$ cat src/hdl/akwq_pkg.sv
// ----------------------------------------------------------------------------
// akwq_pkg
// Shared types and codes of the address-keyed wait queue table.
// ----------------------------------------------------------------------------
package akwq_pkg;

    localparam logic [1:0] REQ_WAIT    = 2'd0;
    localparam logic [1:0] REQ_WAKE    = 2'd1;
    localparam logic [1:0] REQ_REQUEUE = 2'd2;

    localparam logic [1:0] ST_OK       = 2'd0;
    localparam logic [1:0] ST_MISMATCH = 2'd1;
    localparam logic [1:0] ST_FULL     = 2'd2;

    localparam logic [1:0] EV_NONE    = 2'd0;
    localparam logic [1:0] EV_WOKEN   = 2'd1;
    localparam logic [1:0] EV_DROPPED = 2'd2;

    typedef struct packed {
        logic [1:0] status;
        logic [1:0] thread_event;
        logic [4:0] event_thread;
        logic [5:0] woken_count;
    } akwq_res_t;

endpackage

$ cat src/hdl/akwq_ram.sv
// ----------------------------------------------------------------------------
// akwq_ram
// Generic single-write, single-read RAM with registered read data.
// ----------------------------------------------------------------------------
module akwq_ram #(
    parameter int WIDTH = 8,
    parameter int DEPTH = 16
) (
    input  logic                                 aclk,
    input  logic                                 we,
    input  logic [(DEPTH > 1 ? $clog2(DEPTH) : 1)-1:0] waddr,
    input  logic [WIDTH-1:0]                     wdata,
    input  logic [(DEPTH > 1 ? $clog2(DEPTH) : 1)-1:0] raddr,
    output logic [WIDTH-1:0]                     rdata
);
    logic [WIDTH-1:0] mem [DEPTH];

    always_ff @(posedge aclk) begin
        if (we) begin
            mem[waddr] <= wdata;
        end
        rdata <= mem[raddr];
    end
endmodule

$ cat src/hdl/address_keyed_wait_queue_table_unit.sv
// ----------------------------------------------------------------------------
// address_keyed_wait_queue_table_unit
// Futex-style table of address-keyed FIFO wait queues: wait, wake, requeue.
// ----------------------------------------------------------------------------
//  channel  | direction | carries
//  s_ axis  | in        | one request (tuser: req_type)
//  m_axis   | out       | result items, tlast on the final one of a request
//
//  A request is taken only while the sequencer is idle. A key lookup reads the
//  key RAM one entry a cycle, up to a hit or the last entry. Each woken thread
//  is popped with a next-pointer RAM read (S_POP, S_NEXT); each moved thread
//  is popped the same way, then looked up by target key and enqueued (S_ACT).
//  Reset clears the valid, count and waiting flags; no clearing pass.
//  A stalled m_ side holds the sequencer at the next result it must send.
// ----------------------------------------------------------------------------
module address_keyed_wait_queue_table_unit
    import akwq_pkg::*;
#(
    parameter int ENTRIES = 16,
    parameter int THREADS = 32
) (
    input  logic         aclk,
    input  logic         aresetn,
    input  logic         s_tvalid,
    output logic         s_tready,
    // key_addr[31:0] target_addr[63:32] thread_id[68:64] compare_value[100:69]
    // memory_value[132:101] wake_all[133] wake_limit[139:134]
    input  logic [143:0] s_tdata,
    input  logic [1:0]   s_tuser,   // req_type[1:0]
    output logic         m_tvalid,
    input  logic         m_tready,
    // status[1:0] event_thread[6:2] woken_count[12:7]
    output logic [15:0]  m_tdata,
    output logic [1:0]   m_tuser,   // thread_event[1:0]
    output logic         m_tlast
);
    localparam int EW = ENTRIES > 1 ? $clog2(ENTRIES) : 1;
    localparam int TW = THREADS > 1 ? $clog2(THREADS) : 1;
    localparam int CW = $clog2(THREADS + 1);

    typedef enum logic [5:0] {
        S_IDLE  = 6'b000001,
        S_SCAN  = 6'b000010,
        S_ACT   = 6'b000100,
        S_POP   = 6'b001000,
        S_NEXT  = 6'b010000,
        S_FLUSH = 6'b100000
    } state_t;

    state_t state_reg, state_next;

    logic [1:0]  op_reg;
    logic [31:0] key_reg, tgt_reg;
    logic [4:0]  tid_reg;
    logic        all_reg;
    logic [5:0]  lim_reg;
    logic [5:0]  woken_reg;
    logic [6:0]  n_reg;
    logic [CW-1:0] rest_reg;
    logic        moving_reg;
    logic [EW-1:0] e_reg;
    logic [TW-1:0] cur_t_reg;
    logic [EW:0] scan_cnt_reg;
    logic        rd_v_reg;
    logic [EW-1:0] rd_idx_reg;
    logic        found_reg;
    logic [EW-1:0] fidx_reg;

    logic          valid_reg   [ENTRIES];
    logic [CW-1:0] cnt_reg     [ENTRIES];
    logic [TW-1:0] head_reg    [ENTRIES];
    logic [TW-1:0] tail_reg    [ENTRIES];
    logic          waiting_reg [THREADS];

    akwq_res_t pend_reg, out_reg;
    logic      pend_v_reg, out_v_reg, out_last_reg;

    logic        out_free;
    logic        key_we, nxt_we;
    logic [EW-1:0] key_waddr;
    logic [31:0] key_wdata, key_rdata, scan_key;
    logic [TW-1:0] nxt_waddr, nxt_wdata, nxt_rdata;
    logic        free_any;
    logic [EW-1:0] free_idx;
    logic [EW-1:0] dst;
    logic [TW-1:0] enq_t;
    logic        s_hit;

    assign out_free = !out_v_reg || m_tready;
    assign s_tready = (state_reg == S_IDLE);
    assign m_tvalid = out_v_reg;
    assign m_tdata  = {3'd0, out_reg.woken_count, out_reg.event_thread, out_reg.status};
    assign m_tuser  = out_reg.thread_event;
    assign m_tlast  = out_last_reg;
    assign scan_key = moving_reg ? tgt_reg : key_reg;
    assign s_hit    = rd_v_reg && valid_reg[rd_idx_reg] && (key_rdata == scan_key);

    // highest free entry
    always_comb begin
        free_any = 1'b0;
        free_idx = '0;
        for (int i = 0; i < ENTRIES; i++) begin
            if (!valid_reg[i]) begin
                free_any = 1'b1;
                free_idx = EW'(i);
            end
        end
    end

    assign dst   = found_reg ? fidx_reg : free_idx;
    assign enq_t = moving_reg ? cur_t_reg : TW'(tid_reg);

    always_comb begin
        key_we    = 1'b0;
        key_waddr = free_idx;
        key_wdata = scan_key;
        nxt_we    = 1'b0;
        nxt_waddr = tail_reg[dst];
        nxt_wdata = enq_t;
        if (state_reg == S_ACT && out_free && (op_reg == REQ_WAIT || moving_reg)
            && (found_reg || free_any)) begin
            key_we = !found_reg;
            nxt_we = found_reg && (cnt_reg[dst] != '0);
        end
    end

    akwq_ram #(.WIDTH(32), .DEPTH(ENTRIES)) u_key_ram (
        .aclk  (aclk),
        .we    (key_we),
        .waddr (key_waddr),
        .wdata (key_wdata),
        .raddr (scan_cnt_reg[EW-1:0]),
        .rdata (key_rdata)
    );

    akwq_ram #(.WIDTH(TW), .DEPTH(THREADS)) u_next_ram (
        .aclk  (aclk),
        .we    (nxt_we),
        .waddr (nxt_waddr),
        .wdata (nxt_wdata),
        .raddr (head_reg[e_reg]),
        .rdata (nxt_rdata)
    );

    always_comb begin
        state_next = state_reg;
        case (state_reg)
            S_IDLE: begin
                if (s_tvalid) begin
                    if (s_tuser == REQ_WAIT) begin
                        if (s_tdata[100:69] != s_tdata[132:101]
                            || 7'(s_tdata[68:64]) >= 7'(THREADS)
                            || waiting_reg[TW'(s_tdata[68:64])]) begin
                            state_next = S_FLUSH;
                        end else begin
                            state_next = S_SCAN;
                        end
                    end else if (s_tuser == REQ_WAKE) begin
                        state_next = S_SCAN;
                    end else if (s_tuser == REQ_REQUEUE) begin
                        state_next = (s_tdata[100:69] != s_tdata[132:101]) ? S_FLUSH : S_SCAN;
                    end else begin
                        state_next = S_FLUSH;
                    end
                end
            end
            S_SCAN: begin
                if (s_hit || (rd_v_reg && rd_idx_reg == EW'(ENTRIES - 1))) begin
                    state_next = S_ACT;
                end
            end
            S_ACT: begin
                if (out_free) begin
                    if (op_reg == REQ_WAIT) begin
                        state_next = S_FLUSH;
                    end else if (!moving_reg && !found_reg) begin
                        state_next = S_FLUSH;
                    end else begin
                        state_next = S_POP;
                    end
                end
            end
            S_POP: begin
                state_next = (n_reg != '0 || rest_reg != '0) ? S_NEXT : S_FLUSH;
            end
            S_NEXT: begin
                if (out_free) begin
                    state_next = (n_reg != '0) ? S_POP : S_SCAN;
                end
            end
            S_FLUSH: begin
                if (out_free) begin
                    state_next = S_IDLE;
                end
            end
            default: state_next = S_IDLE;
        endcase
    end

    always_ff @(posedge aclk) begin
        if (!aresetn) begin
            state_reg  <= S_IDLE;
            pend_v_reg <= 1'b0;
            out_v_reg  <= 1'b0;
            rd_v_reg   <= 1'b0;
            for (int i = 0; i < ENTRIES; i++) begin
                valid_reg[i] <= 1'b0;
                cnt_reg[i]   <= '0;
            end
            for (int j = 0; j < THREADS; j++) begin
                waiting_reg[j] <= 1'b0;
            end
        end else begin
            state_reg <= state_next;
            if (out_v_reg && m_tready) begin
                out_v_reg <= 1'b0;
            end
            case (state_reg)
                S_IDLE: begin
                    if (s_tvalid) begin
                        op_reg       <= s_tuser;
                        key_reg      <= s_tdata[31:0];
                        tgt_reg      <= s_tdata[63:32];
                        tid_reg      <= s_tdata[68:64];
                        all_reg      <= s_tdata[133];
                        lim_reg      <= s_tdata[139:134];
                        woken_reg    <= '0;
                        moving_reg   <= 1'b0;
                        scan_cnt_reg <= '0;
                        rd_v_reg     <= 1'b0;
                        pend_reg     <= '0;
                        pend_v_reg   <= 1'b0;
                        if (s_tuser == REQ_WAIT) begin
                            if (s_tdata[100:69] != s_tdata[132:101]) begin
                                pend_reg.status <= ST_MISMATCH;
                                pend_v_reg      <= 1'b1;
                            end else if (7'(s_tdata[68:64]) >= 7'(THREADS)) begin
                                pend_reg.status <= ST_FULL;
                                pend_v_reg      <= 1'b1;
                            end
                        end else if (s_tuser == REQ_REQUEUE
                                     && s_tdata[100:69] != s_tdata[132:101]) begin
                            pend_reg.status <= ST_MISMATCH;
                            pend_v_reg      <= 1'b1;
                        end
                    end
                end
                S_SCAN: begin
                    if (scan_cnt_reg < (EW+1)'(ENTRIES)) begin
                        scan_cnt_reg <= scan_cnt_reg + 1'b1;
                        rd_v_reg     <= 1'b1;
                        rd_idx_reg   <= scan_cnt_reg[EW-1:0];
                    end else begin
                        rd_v_reg <= 1'b0;
                    end
                    found_reg <= s_hit;
                    fidx_reg  <= rd_idx_reg;
                end
                S_ACT: begin
                    if (out_free) begin
                        if (op_reg == REQ_WAIT || moving_reg) begin
                            if (found_reg || free_any) begin
                                // enqueue into dst
                                if (!found_reg) begin
                                    valid_reg[dst] <= 1'b1;
                                end
                                if (!found_reg || cnt_reg[dst] == '0) begin
                                    head_reg[dst] <= enq_t;
                                    cnt_reg[dst]  <= CW'(1);
                                end else begin
                                    cnt_reg[dst]  <= cnt_reg[dst] + 1'b1;
                                end
                                tail_reg[dst]      <= enq_t;
                                waiting_reg[enq_t] <= 1'b1;
                            end else if (op_reg == REQ_WAIT) begin
                                pend_reg.status <= ST_FULL;
                                pend_v_reg      <= 1'b1;
                            end else begin
                                // drop: pass previous pending result on
                                if (pend_v_reg) begin
                                    out_reg      <= pend_reg;
                                    out_last_reg <= 1'b0;
                                    out_v_reg    <= 1'b1;
                                end
                                pend_reg.status       <= ST_OK;
                                pend_reg.thread_event <= EV_DROPPED;
                                pend_reg.event_thread <= 5'(cur_t_reg);
                                pend_reg.woken_count  <= woken_reg;
                                pend_v_reg            <= 1'b1;
                            end
                        end else if (found_reg) begin
                            e_reg <= fidx_reg;
                            if (all_reg || 7'(lim_reg) >= 7'(cnt_reg[fidx_reg])) begin
                                n_reg    <= 7'(cnt_reg[fidx_reg]);
                                rest_reg <= '0;
                            end else begin
                                n_reg    <= 7'(lim_reg);
                                rest_reg <= (op_reg == REQ_REQUEUE)
                                    ? CW'(cnt_reg[fidx_reg] - CW'(lim_reg)) : '0;
                            end
                        end
                    end
                end
                S_POP: begin
                    cur_t_reg <= head_reg[e_reg];
                end
                S_NEXT: begin
                    if (out_free) begin
                        // dequeue cur_t from e_reg
                        head_reg[e_reg]        <= nxt_rdata;
                        waiting_reg[cur_t_reg] <= 1'b0;
                        cnt_reg[e_reg]         <= cnt_reg[e_reg] - 1'b1;
                        if (cnt_reg[e_reg] == CW'(1)) begin
                            valid_reg[e_reg] <= 1'b0;
                        end
                        if (n_reg != '0) begin
                            n_reg     <= n_reg - 1'b1;
                            woken_reg <= woken_reg + 1'b1;
                            if (pend_v_reg) begin
                                out_reg      <= pend_reg;
                                out_last_reg <= 1'b0;
                                out_v_reg    <= 1'b1;
                            end
                            pend_reg.status       <= ST_OK;
                            pend_reg.thread_event <= EV_WOKEN;
                            pend_reg.event_thread <= 5'(cur_t_reg);
                            pend_reg.woken_count  <= woken_reg + 1'b1;
                            pend_v_reg            <= 1'b1;
                        end else begin
                            rest_reg     <= rest_reg - 1'b1;
                            moving_reg   <= 1'b1;
                            scan_cnt_reg <= '0;
                            rd_v_reg     <= 1'b0;
                        end
                    end
                end
                S_FLUSH: begin
                    if (out_free) begin
                        out_reg      <= pend_v_reg ? pend_reg : '0;
                        out_last_reg <= 1'b1;
                        out_v_reg    <= 1'b1;
                        pend_v_reg   <= 1'b0;
                    end
                end
                default: ;
            endcase
        end
    end
endmodule

$ cat config.mk
export PLATFORM = sky130hd
export DESIGN_NAME = address_keyed_wait_queue_table_unit
export DESIGN_NICKNAME = d
export VERILOG_FILES = /design/src/hdl/akwq_pkg.sv /design/src/hdl/akwq_ram.sv /design/src/hdl/address_keyed_wait_queue_table_unit.sv
export SDC_FILE = /design/constraint.sdc
export NUM_CORES = 2
export LEC_CHECK = 0
export BUFFER_PORTS_ARGS = -buffer_cell sky130_fd_sc_hd__buf_4
export CAP_MARGIN = 20
export CORE_MARGIN = 1.5
export CORE_UTILIZATION = 41
export DETAILED_ROUTE_END_ITERATION = 6
export GPL_TIMING_DRIVEN = 0
export PLACE_DENSITY = 0.53
export SETUP_SLACK_MARGIN = 0.02
export SLEW_MARGIN = 0
export SYNTH_ARGS = -nofsm -noshare
export SYNTH_HDL_FRONTEND = slang
export SYNTH_SLANG_ARGS = --single-unit
$ cat constraint.sdc
create_clock -name aclk -period 8.95 [get_ports aclk]
set_clock_uncertainty 0.05 [all_clocks]
set_input_delay 0 -clock aclk [delete_from_list [all_inputs] [get_ports aclk]]
set_output_delay 0 -clock aclk [all_outputs]
set_load 0.02 [all_outputs]
=== Yosys cells after proc, flatten, opt, wreduce, memory -nomap -nowiden ===
Memories as Yosys holds them, arrays and structs flattened. A register that Yosys moved wholly into a read port is not among the register bits.
Cells that the tools add are included.

* Register bits after elaboration: 161
* Bits in latches: 0
* RAM bits: 976
* ROM bits: 0
* Input bits: 150
* Output and inout port bits: 21
* Logic and storage cells: 331
* Memories kept: 7

* Add/subtract/negate cells: 7
* Multipliers: 0
* Divide/modulo/power cells: 0
* Magnitude comparators: 2
* Equality and inequality tests: 26
* Shift operators: 0
* Multiplexer cells: 202
* Bitwise gates (word level): 2
* Reductions and logical operators: 56

{| class="wikitable"
|+ Memory list
! memory !! words !! width !! rd ports !! clocked after Yosys merged registers in !! wr ports !! line !! text
|-
| u_key_ram.mem || 16 || 32 || 1 || 1 || 1 || akwq_ram.sv:16 || <nowiki>logic [WIDTH-1:0] mem [DEPTH];</nowiki>
|-
| u_next_ram.mem || 32 || 5 || 1 || 1 || 1 || akwq_ram.sv:16 ||
|-
| cnt_reg || 16 || 6 || 3 || 2 || 16 || address_keyed_wait_queue_table_unit.sv:70 || <nowiki>logic [CW-1:0] cnt_reg [ENTRIES];</nowiki>
|-
| head_reg || 16 || 5 || 1 || 1 || 1 || address_keyed_wait_queue_table_unit.sv:71 || <nowiki>logic [TW-1:0] head_reg [ENTRIES];</nowiki>
|-
| tail_reg || 16 || 5 || 1 || 0 || 1 || address_keyed_wait_queue_table_unit.sv:72 || <nowiki>logic [TW-1:0] tail_reg [ENTRIES];</nowiki>
|-
| waiting_reg || 32 || 1 || 1 || 0 || 32 || address_keyed_wait_queue_table_unit.sv:73 || <nowiki>logic waiting_reg [THREADS];</nowiki>
|-
| 1 more memories || - || - || - || - || - || - ||
|}

{| class="wikitable"
|+ Operators with widths
! operator !! count
|-
| two-way mux 15 bit || 15
|-
| two-way mux 6 bit || 27
|-
| two-way mux 1 bit || 106
|-
| two-way mux 4 bit || 25
|-
| one-hot mux 15 bit (3 select lines) || 2
|-
| two-way mux 5 bit || 8
|-
| one-hot mux 6 bit (6 select lines) || 1
|-
| two-way mux 7 bit || 5
|-
| equality test 32 bit || 1
|-
| two-way mux 32 bit || 1
|-
| != test 32 bit || 1
|-
| != test 2 bit, second input constant || 12
|-
| one-hot mux 6 bit (2 select lines) || 2
|-
| AND reduction 5 bit || 4
|-
| AND reduction 9 bit || 2
|-
| AND reduction 8 bit || 2
|-
| one-hot mux 5 bit (3 select lines) || 1
|-
| one-hot mux 7 bit (2 select lines) || 1
|-
| AND reduction 7 bit || 2
|-
| two-way mux 13 bit || 1
|-
| adder 6 x 1 -> 6 bit, second input constant || 2
|-
| equality test 6 x 1 -> 1 bit, second input constant || 2
|-
| nonzero test 6 bit || 2
|-
| OR reduction 6 bit || 2
|-
| other kinds (36) || 68
|}

=== Depth between registers and ports, before layout ===
An unclocked memory read counts as a cell.

* Depth in word-level cells: 31
* Depth in mapped cells: 17

=== Modules after synthesis ===
Synthesis repeated with hierarchy kept, for this count alone.

* Cell total of the unflattened synthesis: 2941
* Area total of the unflattened synthesis: 50170.6 µm²

{| class="wikitable"
|+ By module, submodules not included
! module !! instances !! cells each !! area each (µm²) !! sequential area each (µm²)
|-
| address_keyed_wait_queue_table_unit || 1 || 1826 || 23971.7 || 13633.1
|-
| akwq_ram at u_key_ram || 1 || 838 || 19854.0 || 16015.4
|-
| akwq_ram at u_next_ram || 1 || 277 || 6344.8 || 4904.7
|}

=== Least setup slack after synthesis ===
Ideal clock, no wire load.

* Path kind: reg2reg
* Start: register state_reg[1]
* End: register all_reg, enable pin
* Library setup time: 0.515 ns
* Data arrival time: 4.421 ns
* Setup slack: 3.965 ns
* Cell stages (with the launch flop): 6
* Path buffers: 0
* Clock period less this slack: 4.985 ns
* Cell sequence: dfxtp_1 -> nor4_1 -> nand3b_1 -> inv_1 -> nand2_1 -> nor2_1

* Cells in the longest elaborated chain, start to end: 2

{| class="wikitable"
|+ Ends and longest elaborated chain
! what !! line !! text
|-
| start, declared || address_keyed_wait_queue_table_unit.sv:50 || <nowiki>state_t state_reg, state_next;</nowiki>
|-
| start signal, assigned || address_keyed_wait_queue_table_unit.sv:214 || <nowiki>state_reg <= state_next;</nowiki>
|-
| equality test 6 x 1 -> 1 bit || - ||
|-
| named net s_tready || address_keyed_wait_queue_table_unit.sv:25 || <nowiki>output logic s_tready,</nowiki>
|-
| AND reduction 3 bit (no source line) || - ||
|-
| end signal, assigned || address_keyed_wait_queue_table_unit.sv:225 || <nowiki>all_reg <= s_tdata[133];</nowiki>
|-
| end, declared || address_keyed_wait_queue_table_unit.sv:55 || <nowiki>logic all_reg;</nowiki>
|}

The timed path passes the listed nets, and every way through them passes these cells.
A chain may end at the register's enable or synchronous reset.

==> out/qor.txt <==
CP Max Fanout: 10
Outcome: finished clean
Reg-to-reg endpoint: head_reg[4][3]
Netlist Area Pre-Place: 0.05046 mm²
Critical Path End: head_reg[4][3]
Port Buffers: 162
Dominant cell type by area after synthesis: edfxtp_1
Largest net degree at the start of global routing: 51
I/O pin count: 171
Die Ht: 353.8 µm
Maximum VDD drop: 0.0001946 V
Vias in the first global route: 30560
Fill cells: 10120
Core area: 0.1219 mm²
Initial drt markers: 2852
Routability congestion estimate: 0.9305
Nets: 3615
Via-to-Cell Ratio: 5.680
Share of the yosys chip area belonging to registers: 0.6848
Clk_lat worst skew: 0.77 ns
CP startpoint: valid_reg[8]
Top-count cell post-synth: edfxtp_1
Synth top area share: 0.6427
Final period util: 0.6895
Vias: 29440
Sw frac: 0.2435
Synthesis warning total: 0
Distinct cell type count of the synthesized netlist: 82
FF-to-FF Start: valid_reg[8]
# Post-CTS Setup Buffers: 0
Area grow syn2layout: 19.79%
Sw Pwr: 3.273 mW
Root Buffer Master: clkbuf_16
Multi-input combinational cell area: 0.01518 mm²
Total grt overflow: 0
Pre-antenna DRT Iters: 6
Total internal power: 10.17 mW
CTS tree: yes
Row count: 128
Post-DP HPWL: 97540 µm
Share of cells above drive strength 1: 0.2399
Max Clk Rate: 0.1620 GHz
Worst hold path class: input pin to register
R2R cell count: 14
Total of max-cap violations: 0
Most instantiated cells after synthesis: 1080 x edfxtp_1, 304 x mux4_2, 204 x nand2_1, 198 x nor2_1, 155 x mux2i_1
Tot GR Track Use: 0.2280
Leakage: 20.27 nW
Final Hold Fails: 0
Clk buf depth: 3
Critical Path Source Type: register
Die Area: 0.1252 mm²
Setup TNS: 0 ns
Number of flip-flops under the largest register name: 512
Clock Pin Slew Worst Setup and Hold Paths: 0.06 ns
Comb power frac: 0.119
Crit end category: register
Max-slew violations: 0
RSZ-0062 raised after global routing: no
Initial Utilization: 0.4140
FF+latch area: 0.03455 mm²
Pwr dens: 222.4 mW/mm²
R2r setup slk: 2.78 ns
Leading post-synthesis cells by cell area: edfxtp_1 64%, mux4_2 14%, dfxtp_1 4.2%, mux2i_1 3.1%, nand2_1 1.5%
Residual DRC: 0
Asr flop ratio synth: 0
Post-synth EDFFs: 1080
Synthesis-stage register bit count: 1186
CTS Buf Count: 132
Worst Setup Path Type: register to register
Die X: 353.8 µm
Min Hold Slack: 0.03683 ns
Slew HR: 0.2324
H-tree Lvls: 4
Data arrival time of the critical path: 6.49 ns
Register share of total power: 0.481
Clk sinks: 1186
Clock power frac: 0.400
Top_reg_cell synth: edfxtp_1
Synth Area per Inst: 17.10 µm²
Setup Viol. Count Final: 0
Slew @ Worst Pin: 1.119 ns
First-pass GRT wire length: 207500 µm
Final min period: 6.171 ns
DRT antenna net count: 0
Drt total wl: 142200 µm
Initial antenna violation count: 1
Req. time, crit path: 9.27 ns
Post-Synthesis Cells: 2950
Avg WL per Cell: 27.45 µm
[per-layer routing]
layer / up-vias / track usage / part of all wire
li1: 12780 / - / -
met1: 15280 / 0.3030 / 0.42
met2: 1118 / 0.3792 / 0.49
met3: 263 / 0.03531 / 0.055
met4: 2 / 0.08567 / 0.035
met5: - / 0 / 0.00014
[final cells by class]
class,count,area share
repair buffers,363,0.05761
clock inverters,76,0.01232
flip-flops and latches,1186,0.5717
multi-input cells,1564,0.2512
inverters,43,0.002670
well taps,1625,0.03364
plain buffers,159,0.01165
clock buffers,164,0.05920
diodes,2,0.00008280
[cell usage in the layout (no fill, tap or decap), drive strengths merged, types with 60 or more instances in the layout]
cell type	n
mux4	304
clkbuf	249
dfxtp	106
clkinv	60
dlygate4sd3	162
nor2	208
buf	275
mux2i	155
nand2	204
a21oi	81
edfxtp	1080
[stage by stage]
stage	setup WS [ns]	util	total power [mW]	cell area, µm²	cells
5_1_grt	2.613	0.4959	13.89	60440	5180
4_1_cts	2.836	0.4953	13.56	60360	5174
3_5_place_dp	2.807	0.4465	8.137	54420	4772
6_report	2.779	0.4959	13.44	60440	5182
3_3_place_gp	0.3457	0.4407	8.061	53720	4739
2_1_floorplan	3.965	-	7.501	50470	2952
[worst max-delay path, cell delays in order, from the launching register on]
cell and delay [ns]:
dfxtp_1 0.48, nand3_1 0.14, a21oi_2 0.32, nor3_1 0.18
o21ai_2 0.71, buf_2 0.50, mux2i_1 0.35, o32ai_1 0.11
nor3_1 0.55, ha_1 0.28, nand4_1 0.11, o41ai_1 0.55
a21oi_1 0.38, clkbuf_1 0.30, nor3_1 0.80
[repair_timing]
| action | 4_1_cts | 5_1_grt |
|---|---|---|
| resized for setup | 0 | 0 |
| hold buffers | 162 | 0 |
| endpoints found under the hold margin | 123 | 0 |
[logic make-up (layout without fill, tap and decap cells)]
kind of cell / Yosys count / in the layout / share of synthesized area
compound gates: 287 / 287 / 0.03933
xor+xnor: 85 / 85 / 0.01475
fa+ha+maj: 16 / 16 / 0.004116
buf+inv: 202 / 805 / 0.01716
flops: 1186 / 1186 / 0.6848
mux: 511 / 511 / 0.1780
other cells: 1 / 5 / 0.00007432
simple gates: 662 / 662 / 0.06174
[power by group through the flow]
| stage | sequential, mW | clock [mW] | combinational (mW) |
|---|---|---|---|
| after floorplan | 6.54 | 0 | 0.961 |
| after global placement | 6.59 | 0 | 1.47 |
| after detailed placement | 6.58 | 0 | 1.56 |
| after CTS | 6.46 | 5.48 | 1.62 |
| after global routing | 6.48 | 5.69 | 1.72 |
| final | 6.46 | 5.37 | 1.60 |
[worst min-delay path by stage]
stage / startpoint / slack, ns / depth (start not counted) / to
2_1_floorplan: s_tdata[133] / 0.05 / 0 / all_reg
3_3_place_gp: s_tdata[57] / 0.13 / 1 / tgt_reg[25]
3_5_place_dp: s_tdata[30] / 0.13 / 1 / key_reg[30]
4_1_cts: s_tdata[67] / 0.004 / 2 / tid_reg[3]
5_1_grt: s_tdata[67] / 0.01 / 2 / tid_reg[3]
6_report: s_tdata[67] / 0.04 / 2 / tid_reg[3]
Power figures use the tool's default switching activity.
